$ cat src/distance_vector_route_engine_unit_defines.svh
// ---------------------------------------------------------------------------
// Distance-vector route engine assertion macros
// Concurrent check helpers; empty when SYNTH is defined.
// ---------------------------------------------------------------------------
`ifndef DISTANCE_VECTOR_ROUTE_ENGINE_UNIT_DEFINES_SVH
`define DISTANCE_VECTOR_ROUTE_ENGINE_UNIT_DEFINES_SVH
`ifndef SYNTH
`define DVRE_ASSERT(label, clk, rst_n, prop) \
	label: assert property (@(posedge clk) disable iff (!rst_n) prop) \
		else $error("dvre assertion failed");
`define DVRE_ASSERT_NEXT(label, clk, rst_n, cond, expr) \
	label: assert property (@(posedge clk) disable iff (!rst_n) cond |=> expr) \
		else $error("dvre assertion failed");
`else
`define DVRE_ASSERT(label, clk, rst_n, prop)
`define DVRE_ASSERT_NEXT(label, clk, rst_n, cond, expr)
`endif
`endif

$ cat src/dvre_ram.sv
// ---------------------------------------------------------------------------
// Generic RAM
// One write port, one read port with registered read data.
// ---------------------------------------------------------------------------
`default_nettype none
module dvre_ram #(
	parameter int WIDTH = 16,
	parameter int DEPTH = 16
) (
	input  wire logic                     clk,
	input  wire logic                     we,
	input  wire logic [$clog2(DEPTH)-1:0] waddr,
	input  wire logic [WIDTH-1:0]         wdata,
	input  wire logic [$clog2(DEPTH)-1:0] raddr,
	output logic      [WIDTH-1:0]         rdata
);
	logic [WIDTH-1:0] mem_q [DEPTH];

	always_ff @(posedge clk) begin
		if (we) begin
			mem_q[waddr] <= wdata;
		end
		rdata <= mem_q[raddr];
	end
endmodule
`default_nettype wire

$ cat config.mk
export PLATFORM = sky130hd
export DESIGN_NAME = dvre_ram
export DESIGN_NICKNAME = d
export VERILOG_FILES = /design/src/distance_vector_route_engine_unit_defines.svh /design/src/dvre_ram.sv
export SDC_FILE = /design/constraint.sdc
export NUM_CORES = 1
export LEC_CHECK = 0
export ABC_AREA = 1
export BUFFER_PORTS_ARGS = -buffer_cell sky130_fd_sc_hd__buf_2
export CORE_MARGIN = 1.5
export CORE_UTILIZATION = 40
export CTS_BUF_LIST = sky130_fd_sc_hd__clkbuf_4 sky130_fd_sc_hd__clkbuf_8 sky130_fd_sc_hd__clkbuf_16
export DETAILED_ROUTE_END_ITERATION = 6
export PLACE_DENSITY_LB_ADDON = 0.25
export SLEW_MARGIN = 20
export SYNTH_ARGS = -nofsm -noshare
export SYNTH_HDL_FRONTEND = slang
export SYNTH_SLANG_ARGS = --single-unit
$ cat constraint.sdc
create_clock -name clk -period 2 [get_ports clk]
set_clock_uncertainty 0.1 [all_clocks]
set_input_delay 0.2 -clock clk [delete_from_list [all_inputs] [get_ports clk]]
set_output_delay 0.2 -clock clk [all_outputs]
set_load 0.05 [all_outputs]
Word level (Yosys, flattened, before mapping)
Memory sizes are Yosys's and may differ from the RTL's. A register that Yosys moved wholly into a read port is not among the register bits.
Cells that the tools add are included.

cells by class
  muxes and demuxes = 2

operator list
  operator  count
  $mux 1    2

storage, ports and cells
  register bits = 0
  RAM bits = 256
  output and inout bits = 16
  memories kept = 1

memories
  name   words  width  read ports  clocked after Yosys merged registers in  write ports  RTL line        text
  mem_q  16     16     1           1                                        1            dvre_ram.sv:17  logic [WIDTH-1:0] mem_q [DEPTH];

Depth between registers and ports, before layout
  depth after elaboration = 2
  gate-level depth with buffers = 9

Worst setup path before layout
OpenSTA, ideal clock, no wires.

  path type = input to register
  start point = input waddr[2]
  end point = memory mem_q[10][0] (enable)
  setup time = 388 ps
  arrival time = 1111 ps
  data required time = 1512 ps
  path slack = 400 ps
  stages on the path = 2
  buffers on the path = 0
  cells stage by stage = nand3b_1 nor2_1

RTL lines
  item             RTL line        text
  start, declared  dvre_ram.sv:12  input wire logic [$clog2(DEPTH)-1:0] waddr,
  end, declared    dvre_ram.sv:17

Straight into the memory's write port.

Worst setup path in the final report
  start point = register rdata[6], read port of mem_q
  end point = output rdata[6]

RTL lines
  item             RTL line        text
  start, declared  dvre_ram.sv:15  output logic [WIDTH-1:0] rdata

No word-level cell between the ends.

==> impl_results.md <==
* Share of layout cells above drive strength 1 at between 10% and 20%
* FMAX at 657 MHz
* Port Buffers at 41
* Std cell rows at 61
* Nets@finish at between 1k and 1.5k
* CP Buf/Inv Count at 1
* Crit Path Class: register to output port
* Die height at between 150 and 200 um
* Post-CTS Hold Fix Bufs at 16
* Largest net degree at the start of global routing at 94
* Tmin final at roughly 1.5 ns
* IO Pins at 42
* CP required at 1.70 ns
* Post-synth top area share at approximately two thirds
* Area of the multi-input gates at about 0.0024 sq mm
* Crit path largest cell delay at 0.40 ns
* Post-synthesis cell type count at 13
* Fin. Hold Viols at 0
* Post-synthesis register bit count at roughly 270
* Synthesized net count at approximately 1.1k
* Router iterations before antenna repair at 5
* WHS at 0.127 ns
* Leakage power at ~5.7 nW
* GR Util All Layers at 18.9%
* Vias post-DR at around 7.4k
* Remaining global-route overflow at 0
* Syn_area_per_cell at 10.6 sq um
* Final instance area at ~0.013 sq mm
* Register area at 0.00801 sq mm
* Slowest-stage cell, CP: dfxtp_1
* DRC at 0
* Worst skew pair latency at about 0.55 ns
* DRT iter0 DRCs at about 580
* Pwr dens at approximately 940 mW/mm^2
* First-pass GRT wire length at between 40000 and 50000 um
* Die area at between 0.02 and 0.03 sq mm
* Area Overhead vs Synth at 17.3%
* Sequential share of the synthesized area at between 70% and 80%
* Most common cell in the netlist: nand2_1
* HP Class: input port to register
* Avg WL per Cell at 17.4 um
* Chip Width at roughly 170 um
* Synth top area cells: edfxtp_1 68%, nand2_1 11%, nand3_1 8.5%, inv_1 6.5%, dfxtp_1 2.8%
* Final setup fails at 0
* Final WS setup at between 0.4 and 0.5 ns
* Worst-path fanout max at 1
* Synth Warn # at 0
* Cell Area, Synth at approximately 0.011 sq mm
* Placer's final routability congestion estimate at just under 0.8
* CTS sink cnt at roughly 270
* Fin. max-slew vios at 0
* Final WL at 26800 um
* Critical Path Sink Type: output port
* Crit-path cells: buf_2
* Final ANT Viol Nets at 0
* Vias in the first global route at just over 7k
* Synth top cells by count: 341 x nand2_1, 256 x edfxtp_1, 196 x inv_1
* Relative slew slack at about 65%
* Crit-path leading delay family: flip-flops
* Status: finished, final reports clean
* Root Buffer: clkbuf_16
* Synth Instances at between 1k and 1.5k
* Pre-CTS WS at between 0.2 and 0.3 ns
* Slew @ Worst Pin at around 0.53 ns
* Number of enable flip-flop cells after synthesis at roughly 260
* Setup Fix Bufs, Post-CTS at 0
* Post-synth ARST share at 0%
* Final worst path period share at between 70% and 80%
* Synth Flop Type: edfxtp_1
* Total power at between 0.01 and 0.015 W
* Starting density of the core at 40.9%
* # fillers at between 2k and 3k
* RSZ-0062 raised after global routing: no
* CTS clock-pin slew for the worst setup and hold paths at approximately 0.060 ns
* Antenna violations before repair at 2
* Via density at roughly 4.8
* Max-cap viol count at 0
* Longest Clk Path Bufs at 3
* CTS tree: built
* CTS Buf Count at 28
* Peak supply drop at between 0.5 and 0.6 mV
* Placed inst area at about 0.012 sq mm
* Data arrival time of the worst path at between 1 and 1.5 ns
* Detail Placement HPWL at 14900 um
* H-tree lvl count at 1
* Crit start category: register
* Post-CTS sizing at 0
* Setup TNS at 0 ns
* Post-synth top area cell: edfxtp_1
* Core Footprint at 0.0279 sq mm
-- sequential cells by signal (all words and copies together) (netlist names) --
register	flops
mem_q	256
rdata	16
-- final timing paths --
check | from | end | slack, ns | depth (start not counted)
worst max-delay path | rdata[6]$_DFF_P_ | rdata[6] | 0.48 | 1
worst min-delay path | raddr[3] | rdata[7]$_DFF_P_ | 0.13 | 4
worst max register to register | mem_q[2][3]$_DFFE_PP_ | rdata[3]$_DFF_P_ | 0.88 | 6
worst min register to register | mem_q[10][0]$_DFFE_PP_ | rdata[0]$_DFF_P_ | 0.55 | 6
-- where the power goes --
part	internal [W]	switching, W	leakage [nW]	total (W)
sequential	0.00637	0.0000382	2.45	0.00641
clock	0.00314	0.00215	0.470	0.00529
combinational	0.000258	0.000656	2.78	0.000914
total	0.00976	0.00284	5.70	0.0126
-- metal layers --
metal	global-route usage [%]	up-vias	wire length [um]
li1	-	3601	-
met3	3.43	50	1740
met2	30.3	231	12400
met5	0	-	12
met1	26.3	3517	12000
met4	5.76	2	629
-- final cells by class --
class | count | share of cell area, %
Timing Repair Buffer | 93 | 6.09
Tap cell | 378 | 3.54
Clock buffer | 36 | 5.84
Antenna cell | 1 | 0.0187
Clock inverter | 15 | 1.23
Inverter | 198 | 5.58
Sequential cell | 272 | 60.0
Multi-Input combinational cell | 553 | 17.7
-- cells by family (layout without fill, tap and decap cells) --
| kind of cell | Yosys count | in the layout | share of synthesized area (%) |
|---|---|---|---|
| buf+inv | 249 | 342 | 9.21 |
| flops | 272 | 272 | 70.4 |
| other cells | 0 | 1 | 0 |
| simple gates | 553 | 553 | 20.4 |
-- metrics by stage --
step,cells,util (%)
2_1_floorplan,1074,-
3_3_place_gp,1478,43.9
3_5_place_dp,1478,43.9
4_1_cts,1545,47.9
5_1_grt,1546,47.9
6_report,1546,47.9
-- cell usage in the layout (no fill, tap or decap) --
cell           synthesis  layout
buf_12                 0      14
clkbuf_8               0       3
nand3b_1               2       2
nand3_1              193     193
nand2_1              341     341
diode_2                0       1
clkinvlp_4             0       2
nor2_2                 0      16
bufinv_16              0       3
inv_1                196     196
clkinv_8               0       1
buf_2                 19      40
buf_4                 18      23
edfxtp_1             256     256
clkinv_1               0       2
clkbuf_4               0       5
nor2_1                17       1
clkinv_2               0       8
clkbuf_16              0      28
dlygate4sd3_1          0      16
inv_2                  2       1
dfxtp_1               16      16
Power figures use the tool's default switching activity.
