**src/distance_vector_route_engine_unit_defines.svh**
```systemverilog
// ---------------------------------------------------------------------------
// Distance-vector route engine assertion macros
// Concurrent check helpers; empty when SYNTH is defined.
// ---------------------------------------------------------------------------
`ifndef DISTANCE_VECTOR_ROUTE_ENGINE_UNIT_DEFINES_SVH
`define DISTANCE_VECTOR_ROUTE_ENGINE_UNIT_DEFINES_SVH
`ifndef SYNTH
`define DVRE_ASSERT(label, clk, rst_n, prop) \
	label: assert property (@(posedge clk) disable iff (!rst_n) prop) \
		else $error("dvre assertion failed");
`define DVRE_ASSERT_NEXT(label, clk, rst_n, cond, expr) \
	label: assert property (@(posedge clk) disable iff (!rst_n) cond |=> expr) \
		else $error("dvre assertion failed");
`else
`define DVRE_ASSERT(label, clk, rst_n, prop)
`define DVRE_ASSERT_NEXT(label, clk, rst_n, cond, expr)
`endif
`endif

```
**src/dvre_pkg.sv**
```systemverilog
// ---------------------------------------------------------------------------
// Distance-vector route engine package
// Shared constants, types and address helpers.
// ---------------------------------------------------------------------------
`default_nettype none
package dvre_pkg;
	localparam int MAX_NODES = 16;
	localparam int ROW_LIMIT = 16;
	localparam int N_CAP = (MAX_NODES < ROW_LIMIT) ? MAX_NODES : ROW_LIMIT;
	localparam int COST_W = 16;
	localparam int IDX_W = 4;
	localparam int CNT_W = 5;
	localparam int NODE_AW = (MAX_NODES > 1) ? $clog2(MAX_NODES) : 1;
	localparam int MAT_DEPTH = MAX_NODES * MAX_NODES;
	localparam int MAT_AW = $clog2(MAT_DEPTH);
	localparam logic [COST_W-1:0] INF_COST = COST_W'(65535);

	localparam logic [1:0] CMD_SET_NODE = 2'd0;
	localparam logic [1:0] CMD_WRITE_CELL = 2'd1;
	localparam logic [1:0] CMD_UPDATE = 2'd2;
	localparam logic [1:0] CMD_RUN = 2'd3;

	localparam logic CFG_LOCAL_INDEX = 1'b0;
	localparam logic CFG_NODE_COUNT = 1'b1;

	typedef struct packed {
		logic [COST_W-1:0] next_cost;
		logic              better;
	} relax_res_t;

	function automatic logic [MAT_AW-1:0] mat_addr(input logic [IDX_W-1:0] r,
		input logic [IDX_W-1:0] c);
		mat_addr = MAT_AW'(MAT_AW'(r) * MAT_AW'(MAX_NODES) + MAT_AW'(c));
	endfunction
endpackage
`default_nettype wire

```
**src/dvre_relax_alu.sv**
```systemverilog
// ---------------------------------------------------------------------------
// Relaxation step
// Saturating path sum, compare against current cost and clamp to INF.
// ---------------------------------------------------------------------------
`default_nettype none
module dvre_relax_alu (
	input  wire logic [dvre_pkg::COST_W-1:0] via_a,
	input  wire logic [dvre_pkg::COST_W-1:0] via_b,
	input  wire logic [dvre_pkg::COST_W-1:0] cur,
	output dvre_pkg::relax_res_t             res
);
	logic [dvre_pkg::COST_W:0]   sum_w;
	logic [dvre_pkg::COST_W-1:0] sat_w;
	logic [dvre_pkg::COST_W-1:0] pick_w;

	always_comb begin
		sum_w = {1'b0, via_a} + {1'b0, via_b};
		sat_w = (sum_w > {1'b0, dvre_pkg::INF_COST}) ? dvre_pkg::INF_COST
			: sum_w[dvre_pkg::COST_W-1:0];
		res.better = cur > sat_w;
		pick_w = res.better ? sat_w : cur;
		res.next_cost = (pick_w > dvre_pkg::INF_COST) ? dvre_pkg::INF_COST : pick_w;
	end
endmodule
`default_nettype wire

```
**config.mk**
```make
export PLATFORM = sky130hd
export DESIGN_NAME = dvre_relax_alu
export DESIGN_NICKNAME = d
export VERILOG_FILES = /design/src/distance_vector_route_engine_unit_defines.svh /design/src/dvre_pkg.sv /design/src/dvre_relax_alu.sv
export SDC_FILE = /design/constraint.sdc
export NUM_CORES = 1
export LEC_CHECK = 0
export BUFFER_PORTS_ARGS = -buffer_cell sky130_fd_sc_hd__buf_2
export CAP_MARGIN = 5
export CORE_MARGIN = 4
export CORE_UTILIZATION = 56
export DETAILED_ROUTE_END_ITERATION = 8
export PLACE_DENSITY = 0.95
export SLEW_MARGIN = 20
export SYNTH_ARGS = -nofsm -noshare
export SYNTH_HDL_FRONTEND = slang
export SYNTH_SLANG_ARGS = --single-unit
export TNS_END_PERCENT = 20
```
**constraint.sdc**
```tcl
create_clock -name vclk -period 8.1
set_input_delay 0 -clock vclk [all_inputs]
set_output_delay 0 -clock vclk [all_outputs]
set_load 0.01 [all_outputs]
```
# Word level (Yosys, flattened, before mapping)
# Index checks and enable logic that the tools add are counted.
word_totals:
  register_bits: 0
  memories: 0
  ram_bits: 0
  in_bits: 48
  mem_bits_ro: 0
  latch_bits: 0
op_classes:
  bitwise: 0
  n_eq_ne: 0
  n_mux: 3
  addsub: 1
  order_cmp: 3
  shift: 0
  reduce_logical: 0
  div: 0
  n_mul: 0
ops:
  columns: ["operator", "n"]
  rows:
  - ["2-to-1 mux 16 bit", 3]
  - ["adder 16 x 16 -> 17 bit", 1]
  - ["greater-than comparator 17 x 16 -> 1 bit (second input constant)", 1]
  - ["greater-than comparator 16 bit", 1]
  - ["greater-than comparator 16 bit (second input constant)", 1]

# Depth between registers and ports, before layout
depth:
  word_depth: 7
  depth_mapped: 17
  mapped_depth_nobuf: 15

# Worst setup path after synthesis
# Ideal clock, no wire load.
synth_timing:
  kind: "input port to output port"
  start: "in via_a[0] in the netlist's numbering"
  end: "out res[10] in the netlist's numbering"
  path_buffers: 2
  cell_stages: 16
  arrival_time_ns: 3.192
  slack_ns: 4.908
  path_cell_list: "ha_1 inv_1 fa_1 nand2b_1 a21oi_1 o211ai_2 nand3_1 buf_2 a21oi_1 ha_1 nand4_2 nor3_4 a2111oi_4 a22oi_4 buf_12 mux2i_1"
synth_rtl:
  columns: ["item", "line_no", "source"]
  rows:
  - ["from (decl)", "dvre_relax_alu.sv:7", "input wire logic [dvre_pkg::COST_W-1:0] via_a,"]
  - ["to (decl)", "dvre_relax_alu.sv:10", "output dvre_pkg::relax_res_t res"]

==> reports/metrics.cfg <==
[run_status]
status = finished clean

[global_routing]
grt_pass1_wl_um = 6810
use_met3_pct = 1.26
use_met2_pct = 43.8
grt-ovfl-total = 0
grt_max_degree = 18
antenna_found_initial = 0
busiest_layer = met2
met1_usage_pct = 26.3
grt_usage_pct = 22.2
grt_pass1_vias = 1710

[finish]
fillers = 257
seq_area_um2 = 0
n_clock_buffer = 0
layout-drive-gt1-share_pct = 30.1
area.growth.synth_to_final_pct = 20.8
num_antenna_cells = 0
nets = 355
multi_input_area_mm2 = 0.00150
seq_cells = 0

[route]
viasPerCell = 5.84
wire_per_inst_um = 13.6
drt_iter0_drc = 104
routed_wl_um = 4120
drc = 0
ant_nets = 0
drtPass1Iterations = 4
num_vias = 1769

[clock_network]
post_cts_buffers = 0
hold_buffers = 0
cts_resized = 0

[power]
clkPwrFrac_pct = 0
vdd_drop_max_mv = 0.0929
p_leak_nw = 1.06
power_frac_comb_pct = 100.0
switching_share_pct = 54.9
total_power_mw = 0.206
p_seq_share_pct = 0
power.density_mw_per_mm2 = 106
switchingPower_mw = 0.113
p_int_mw = 0.0928

[placement]
io_buffer_count = 65
dp_hpwl_um = 3700
gp_congestion = 0.879

[die]
die_y_um = 61.6
start_util_pct = 58.3
std_cell_rows = 19
coreArea_mm2 = 0.00276
pin_count = 65
fp.dieW_um = 61.6
die_area_mm2 = 0.00379

[yosys]
synth_fp_nets = 291
syn_inst = 210
yosysWarnings = 0
seq_area_frac_synth_pct = 0
yosysUniqueCellTypes = 47
syn_area_mm2 = 0.00161
syn_area_per_cell_um2 = 7.65

[worst_setup_path]
crit_path_max_fanout = 17
end_kind = primary output
crit_type = input port to primary output
crit_required_ns = 8.10
arrival_ns = 3.81
crit_path_start_kind = input port

[worst_hold_path]
min_from = cur[0]
worstHoldEndpoint = res[1]
hold_depth = 3
hold_path_class = input port to primary output

[sta]
worstMarginPinSlew_ns = 0.696
fmax_mhz = 263
fin_crit_sh_pct = 47.0
setup_viol = 0
tns_ns = 0
final_hold_viol_count = 0
drv_slew = 0
relSlewSlack_pct = 53.6
rsz0062_at_grt = no
min_period_ns = 3.81

[job]
drv_cap = 0

[stage by stage]
step,area (um^2),hold slack (ns),setup slack (ns),util (%),instances
global route,1940,0.346,4.09,70.4,303
finish,1940,0.334,4.29,70.4,303
floorplan,1610,0.122,4.91,-,210
CTS,1940,0.338,4.29,70.4,303
detailed placement,1940,0.335,4.28,70.4,303
global placement,1940,0.328,4.45,70.4,303
[worst max-delay path by stage]
stage / start / endpoint
floorplan: via_a[0] / res[10]
global placement: via_a[0] / res[16]
detailed placement: via_a[0] / res[1]
CTS: via_a[0] / res[1]
global route: via_a[0] / res[1]
finish: via_a[0] / res[1]
[Yosys cell counts, drive strengths merged, types with 4 or more instances]
cell type   n  area share (%)
mux2i      16              10
xnor2       5             2.7
or2         4             1.6
o211ai      4             2.2
o21a        4             1.9
a21o       11             5.1
nand4       5             3.3
ha         32              25
nand2b      4             1.6
a21oi      25             8.7
nand2      12             2.8
inv        20             4.7
o21ai      11             3.9
nor2       16             3.7
and3        5             1.9
[worst max-delay path, cell delays in order]
cell and delay, ns:
buf_2 0.08, ha_1 0.18, inv_1 0.06, fa_1 0.37, nand2b_1 0.20, a21oi_1 0.30
o211ai_2 0.14, nand3_1 0.33, a21oi_1 0.12, ha_1 0.34, nand4_2 0.16, nor3_4 0.31
a2111oi_4 0.13, a22oi_4 0.59, mux2_4 0.35, buf_2 0.14
[power by group through the flow]
| stage | registers [mW] | logic [mW] | clock network (mW) |
|---|---|---|---|
| 3_3_place_gp | 0 | 0.199 | 0 |
| 5_1_grt | 0 | 0.229 | 0 |
| 4_1_cts | 0 | 0.206 | 0 |
| 2_1_floorplan | 0 | 0.154 | 0 |
| 6_report | 0 | 0.206 | 0 |
| 3_5_place_dp | 0 | 0.206 | 0 |
[routing by layer]
metal | share of wire [%] | up-vias
met5 | 0 | -
met4 | 0.95 | 0
met3 | 6.7 | 6
met2 | 49 | 61
met1 | 43 | 803
li1 | - | 899
[cell families after synthesis]
group	share of synthesized area, %
buffers and inverters	6.54
AOI/OAI and AO/OA	29.0
xor gates and xnor gates	3.27
muxes	12.5
and+or+nand+nor	22.5
adders and majority gates	26.2
[layout by cell type (no fill, tap or decap), types with 2 or more instances in the layout]
master	instances
a21o_1	11
o21ai_2	2
nand2b_1	4
o21ai_0	8
or2_1	3
xnor2_1	5
nand3_1	3
nor2_1	16
nor3b_1	2
nor3_1	2
and2_1	3
nor2b_1	3
inv_1	20
ha_1	32
buf_2	65
nand2_1	12
a21oi_1	21
and3_1	5
a211oi_1	2
o211ai_1	3
mux2i_1	16
a21oi_2	4
o21a_1	4
mux2_4	2
nand4_1	3
[final cells by class]
class | instances | area share, %
inverter | 20 | 3.87
timing repair buffer | 65 | 16.8
multi-input combinational | 187 | 77.4
tap | 31 | 2.00
(Power assumes the default switching activity.)
